--- src/rtl/sfir_pkg.sv ---
// shared types and constants of the symmetric fir filter
package sfir_pkg;

  localparam int unsigned HalfW = 7;

  localparam logic ReqSample = 1'b0;
  localparam logic ReqCoef   = 1'b1;

  typedef enum logic [1:0] {
    StIdle,
    StRun,
    StDrain
  } state_e;

  typedef struct packed {
    logic start;
    logic tap_v;
    logic center;
  } mac_ctl_t;

endpackage

--- src/rtl/sfir_mac.sv ---
// folded tap pair, multiply, saturating accumulate and output rounding
module sfir_mac #(
  parameter int COEF_WIDTH   = 24,
  parameter int SAMPLE_WIDTH = 32
) (
  input  logic                           clk_i,
  input  logic                           rst_ni,
  input  sfir_pkg::mac_ctl_t             ctl_i,
  input  logic signed [SAMPLE_WIDTH-1:0] x_l_i,
  input  logic signed [SAMPLE_WIDTH-1:0] x_r_i,
  input  logic signed [COEF_WIDTH-1:0]   coef_i,
  output logic                           busy_o,
  output logic signed [SAMPLE_WIDTH-1:0] y_o,
  output logic                           clip_o
);

  localparam int PairW = SAMPLE_WIDTH + 1;
  localparam int ProdW = COEF_WIDTH + PairW;
  localparam int ExtW  = (ProdW > 64) ? ProdW : 64;
  localparam int Frac  = COEF_WIDTH - 2;
  localparam logic signed [63:0] Max64   = {1'b0, {63{1'b1}}};
  localparam logic signed [63:0] Min64   = {1'b1, {63{1'b0}}};
  localparam logic signed [63:0] HalfLsb = 64'(1) << (Frac - 1);
  localparam logic signed [SAMPLE_WIDTH-1:0] OutMax = {1'b0, {(SAMPLE_WIDTH-1){1'b1}}};
  localparam logic signed [SAMPLE_WIDTH-1:0] OutMin = {1'b1, {(SAMPLE_WIDTH-1){1'b0}}};

  function automatic logic signed [63:0] sat_add64(input logic signed [63:0] a,
                                                   input logic signed [63:0] b);
    logic [64:0] s;
    s = {a[63], a} + {b[63], b};
    if (s[64] == s[63]) begin
      return s[63:0];
    end
    return s[64] ? Min64 : Max64;
  endfunction

  logic                     pr_v_q, mul_v_q;
  logic signed [PairW-1:0]  pair_d, pair_q;
  logic signed [COEF_WIDTH-1:0] coef_p_q;
  logic signed [ProdW-1:0]  prod_q;
  logic signed [ExtW-1:0]   prod_ext;
  logic signed [63:0]       prod64, acc_q, rnd, shifted;
  logic                     fits;

  // centre tap uses its sample once, other taps fold the mirrored pair
  assign pair_d = ctl_i.center ? PairW'(x_l_i) : PairW'(x_l_i) + PairW'(x_r_i);

  always_ff @(posedge clk_i or negedge rst_ni) begin
    if (!rst_ni) begin
      pr_v_q  <= 1'b0;
      mul_v_q <= 1'b0;
    end else begin
      pr_v_q  <= ctl_i.tap_v;
      mul_v_q <= pr_v_q;
    end
  end

  always_ff @(posedge clk_i) begin
    pair_q   <= pair_d;
    coef_p_q <= coef_i;
    prod_q   <= coef_p_q * pair_q;
    if (ctl_i.start) begin
      acc_q <= '0;
    end else if (mul_v_q) begin
      acc_q <= sat_add64(acc_q, prod64);
    end
  end

  always_comb begin
    prod_ext = ExtW'(prod_q);
    if (&prod_ext[ExtW-1:63] || ~|prod_ext[ExtW-1:63]) begin
      prod64 = prod_ext[63:0];
    end else begin
      prod64 = prod_ext[ExtW-1] ? Min64 : Max64;
    end
  end

  // round half up, then clamp to the sample range
  always_comb begin
    rnd     = sat_add64(acc_q, HalfLsb);
    shifted = rnd >>> Frac;
    fits    = &shifted[63:SAMPLE_WIDTH-1] || ~|shifted[63:SAMPLE_WIDTH-1];
    if (fits) begin
      y_o = shifted[SAMPLE_WIDTH-1:0];
    end else begin
      y_o = shifted[63] ? OutMin : OutMax;
    end
    clip_o = !fits;
  end

  assign busy_o = pr_v_q | mul_v_q;

endmodule

--- config.mk ---
export PLATFORM = sky130hd
export DESIGN_NAME = sfir_mac
export DESIGN_NICKNAME = d
export VERILOG_FILES = /design/src/rtl/sfir_pkg.sv /design/src/rtl/sfir_mac.sv
export SDC_FILE = /design/constraint.sdc
export NUM_CORES = 2
export LEC_CHECK = 0
export BUFFER_PORTS_ARGS = -buffer_cell sky130_fd_sc_hd__buf_4
export CAP_MARGIN = 20
export CORE_MARGIN = 4
export CORE_UTILIZATION = 65
export CTS_CLUSTER_DIAMETER = 40
export DETAILED_ROUTE_END_ITERATION = 12
export PLACE_DENSITY = 0.83
export SETUP_SLACK_MARGIN = 0.05
export SYNTH_ARGS = -nofsm -noshare
export SYNTH_HDL_FRONTEND = slang
export SYNTH_SLANG_ARGS = --single-unit
export TNS_END_PERCENT = 30
--- constraint.sdc ---
create_clock -name clk_i -period 10.1 [get_ports clk_i]
set_input_delay 1.01 -clock clk_i [delete_from_list [all_inputs] [get_ports clk_i]]
set_output_delay 1.01 -clock clk_i [all_outputs]
set_load 0.1 [all_outputs]
### Word-level counts from Yosys, hierarchy flattened

Index checks and enable logic that the tools add are counted.

| operators by class | value |
|---|---|
| $add $sub $neg | 3 |
| multipliers | 1 |
| equal/unequal tests | 2 |
| multiplexer cells | 13 |
| bitwise gates (word level) | 1 |
| reduce and logical (&&, ||, !) cells | 5 |

Operator list:

| cell | count |
|---|---|
| $mux W64 | 6 |
| $add A64 B23 Y65 const B | 1 |
| $add A64 B57 Y65 | 1 |
| $mux W32 | 2 |
| $mul A24 B33 Y57 | 1 |
| $add A32 B32 Y33 | 1 |
| $mux W33 | 1 |
| $reduce_and A11 Y1 | 1 |
| $reduce_or A11 Y1 | 1 |
| $mux W1 | 4 |
| $eq A1 B1 Y1 | 2 |
| $logic_not A1 Y1 | 2 |
| $logic_or A1 B1 Y1 | 1 |
| $or A1 B1 Y1 | 1 |

| word-level totals | value |
|---|---|
| flip-flop bits (word level) | 180 |
| input bits | 93 |
| output and inout port bits | 34 |
| logic and storage cells | 31 |

### Logic depth before layout (Yosys ltp)

| depth | value |
|---|---|
| word-level depth | 8 |
| mapped depth | 28 |
| mapped depth without buffers | 27 |

### Worst setup path after synthesis

OpenSTA, ideal clock, no wires.

| path | value |
|---|---|
| path kind | register to register |
| start | register pair_q[32] |
| end | register prod_q[55] |
| library setup time | 0.123 ns |
| data arrival time | 6.886 ns |
| required time | 9.977 ns |
| slack | 3.091 ns |
| stages on the path, launching flop included | 27 |
| path buffers | 2 |
| clock period less this slack | 7.009 ns |
| cells stage by stage | dfxtp_1 -> clkbuf_1 -> and2_1 -> fa_1 -> fa_1 -> inv_1 -> fa_1 -> fa_1 -> inv_1 -> fa_1 -> fa_1 -> inv_1 -> fa_1 -> inv_1 -> ha_1 -> clkbuf_1 -> a21oi_1 -> o21bai_1 -> a21o_1 -> a21o_1 -> a311o_1 -> a21oi_1 -> o21ai_1 -> a2111oi_0 -> or2_2 -> o21ai_1 -> xor2_1 |

| on the way | value |
|---|---|
| longest elaborated chain between the ends | 1 |

Ends and longest elaborated chain:

| element | line | source |
|---|---|---|
| start, declared | sfir_mac.sv:38 | `logic signed [PairW-1:0] pair_d, pair_q;` |
| start signal, assigned | sfir_mac.sv:59 | `pair_q <= pair_d;` |
| $mul A24 B33 Y57 | sfir_mac.sv:61 | `prod_q <= coef_p_q * pair_q;` |
| end signal, assigned | sfir_mac.sv:61 |  |
| end, declared | sfir_mac.sv:40 | `logic signed [ProdW-1:0] prod_q;` |

No other way between the ends.
A chain may end at the register's enable or synchronous reset.

### Worst setup path in the final report

| path | value |
|---|---|
| start | register coef_p_q[23] |
| end | register prod_q[53] |

| on the way | value |
|---|---|
| longest elaborated chain between the ends | 1 |

Ends and longest elaborated chain:

| element | line | source |
|---|---|---|
| start, declared | sfir_mac.sv:39 | `logic signed [COEF_WIDTH-1:0] coef_p_q;` |
| start signal, assigned | sfir_mac.sv:60 | `coef_p_q <= coef_i;` |
| $mul A24 B33 Y57 | sfir_mac.sv:61 |  |

No other way between the ends.

==> out/results.ini <==
[outcome]
status=finished clean

[global_routing]
antenna_found_initial=1
grt_pass1_vias=32300
track_usage_pct=31.2
grt_pass1_wl_um=165000
grt_max_degree=89
grt_overflow=0

[setup_path]
crit_path_start_kind=flop
crit_type=reg2reg
end_kind=flop
worstPathRequired_ns=10.53
r2r-start=coef_p_q[23]$_DFF_P_
worst_r2r_endpoint=prod_q[53]$_DFF_P_
reg2reg_slack_ns=1.94
endpoint=prod_q[53]$_DFF_P_
crit_arrival_ns=8.59
path_max_fanout=26
crit_start=coef_p_q[23]$_DFF_P_
worst-r2r-cell-count=23

[synth]
yosysSeqAreaShare_pct=9.05
synth-edff-count=0
yosysWarnings=0
syn_inst=4457
syn-num-nets=5608
synthFlopType=dfxtp_1
synth_area_per_cell_um2=8.96
synth_cell_types=81
ys_seq_elements=180
synthArstFlopShare_pct=1.11
syn_area_um2=39900

[clock_network]
clkSinkCount=180
cts.hold.buffers_added=0
cts.clk_slew.worst_paths_ns=0.08
cts_tree=done
cts_buffers=17
cts_resized=0
cts_root_buf=clkbuf_16
clk-insertion-delay-late_ns=0.51
htree_levels=4
cts_buffer_depth=2
cts_setup_buffers=0

[timing]
max_freq_mhz=123
finalSetupViolCount=0
rsz0062_at_grt=false
finalHoldViolCount=0
slew_viol_final=0
skew_ns=0.0292
period_share_pct=80.8
period_needed_ns=8.16
relSlewSlack_pct=15.6
setup_tns_ns=0
tightest_slew_ns=1.26

[placement]
io_buffers=126
gp_congestion=0.973
hpwl_um=78000

[drt]
dr.pass1.iters=8
route.detailed.drc=0
wire_per_inst_um=19.0
drtIter0Drc=2544
routed_wirelength_um=99200
ant_nets=0
vias=30500
viasPerCell=5.84

[job]
maxCapViolCount=0

[floorplanning]
coreArea_um2=60600
fp.dieH_um=256
start_util_pct=65.9
io_pins=127
die_area_um2=65500
dieWidth_um=256
row_count=90

[hold_path]
min_path_type=in2async

[layout]
nets=5572
area_growth_pct=4.90
layout-drive-gt1-share_pct=8.12

==> area by class of cell <==
type,instances,area [µm²]
repair buffers,170,1320
diodes,1,2.50
inverters,829,3110
multi-input cells,3223,32300
clock buffers,17,425
well taps,782,978
fillers,4527,18700
clock inverters,14,169
flip-flops and latches,180,3620
==> cell families after synthesis <==
family	count (synthesis)	synth area share (%)
adders and majority gates	1119	50.0
xor gates and xnor gates	170	3.77
AOI/OAI and AO/OA	589	10.4
buffers and inverters	1054	10.2
and+or+nand+nor	1340	16.4
DFF	180	9.05
muxes	5	0.135
==> stage by stage <==
stage | util, % | instances | hold slack (ns) | instance area (µm²) | setup WS (ns)
final | 69.2 | 5216 | 0.272 | 41900 | 1.94
after global routing | 69.2 | 5215 | 0.251 | 41900 | 1.46
after CTS | 69.0 | 5212 | 0.254 | 41800 | 2.02
after detailed placement | 68.1 | 5181 | 0.355 | 41200 | 2.03
after global placement | 68.1 | 5181 | 0.355 | 41200 | 2.25
after floorplan | - | 4457 | 0.346 | 39900 | 3.09
==> per-layer routing <==
metal | global-route usage (%) | vias to the layer above | routed length [µm]
li1 | - | 13700 | -
met1 | 41.6 | 14900 | 39500
met2 | 48.0 | 1641 | 44700
met3 | 11.7 | 231 | 12500
met4 | 9.34 | 0 | 2510
met5 | 0 | - | 0
==> layout by cell type, fill, tap and decap left out, types with 8 or more instances in the layout <==
master,instances
o21ai_0,94
and2_1,398
inv_1,828
ha_1,251
or2_2,10
o31ai_1,9
o21a_1,24
a21oi_1,136
o22ai_1,8
a31oi_1,19
xnor2_1,101
nand2b_1,32
o21ai_1,42
nand2_1,501
nand4_1,35
nand3_1,51
nor2b_1,12
clkbuf_16,17
xor2_1,68
fa_1,807
a211oi_1,11
dfxtp_1,175
a21o_1,83
buf_4,167
maj3_2,61
a211oi_2,63
nor2_1,214
nor3_1,24
o211ai_1,11
o21bai_1,18
and3_1,28
==> how the worst min path moves through the flow <==
stage,endpoint,depth (start not counted),start
floorplan,mul_v_q$_DFF_PN0_,0,pr_v_q$_DFF_PN0_
global placement,mul_v_q$_DFF_PN0_,0,pr_v_q$_DFF_PN0_
detailed placement,mul_v_q$_DFF_PN0_,0,pr_v_q$_DFF_PN0_
CTS,mul_v_q$_DFF_PN0_,1,rst_ni
global route,mul_v_q$_DFF_PN0_,1,rst_ni
finish,mul_v_q$_DFF_PN0_,1,rst_ni
==> cells in the mapped netlist, types with 18 or more instances <==
cell | count | area (µm²)
inv_1 | 828 | 3110
fa_1 | 807 | 16200
nand2_1 | 501 | 1880
and2_1 | 398 | 2490
ha_1 | 251 | 3140
nor2_1 | 214 | 803
clkbuf_1 | 195 | 732
dfxtp_1 | 178 | 3560
a21oi_1 | 136 | 681
xnor2_1 | 101 | 885
o21ai_0 | 94 | 470
a21o_1 | 83 | 623
xor2_1 | 68 | 596
a211oi_2 | 63 | 788
maj3_2 | 61 | 687
nand3_1 | 51 | 255
o21ai_1 | 42 | 210
nand4_1 | 35 | 219
nand2b_1 | 32 | 200
and3_1 | 28 | 175
nor3_1 | 24 | 120
o21a_1 | 24 | 180
a31oi_1 | 19 | 119
o21bai_1 | 18 | 135
==> sequential cells by signal (all words and copies together), names as in the netlist <==
| name | count |
|---|---|
| acc_q | 64 |
| prod_q | 57 |
| pair_q | 33 |
| coef_p_q | 24 |
| mul_v_q | 1 |
| pr_v_q | 1 |
==> critical path, cell delays in order (launching register included) <==
cell and delay, ns:
dfxtp_1 0.70, clkinv_1 0.89, nor2_1 0.39, fa_1 0.48, fa_1 0.51, fa_1 0.43, fa_1 0.46, fa_1 0.40
fa_1 0.51, inv_1 0.05, fa_1 0.49, inv_1 0.05, ha_1 0.34, a21o_1 0.18, a21o_1 0.18, a21oi_1 0.17
o21ai_0 0.12, o31ai_1 0.27, and2_1 0.25, o21ai_1 0.18, a2111oi_0 0.54, o21bai_1 0.16, a21oi_1 0.21, xnor2_1 0.13
Power is not shown: default switching activity piles up to over one toggle a cycle in this logic, so the estimate is an artifact.
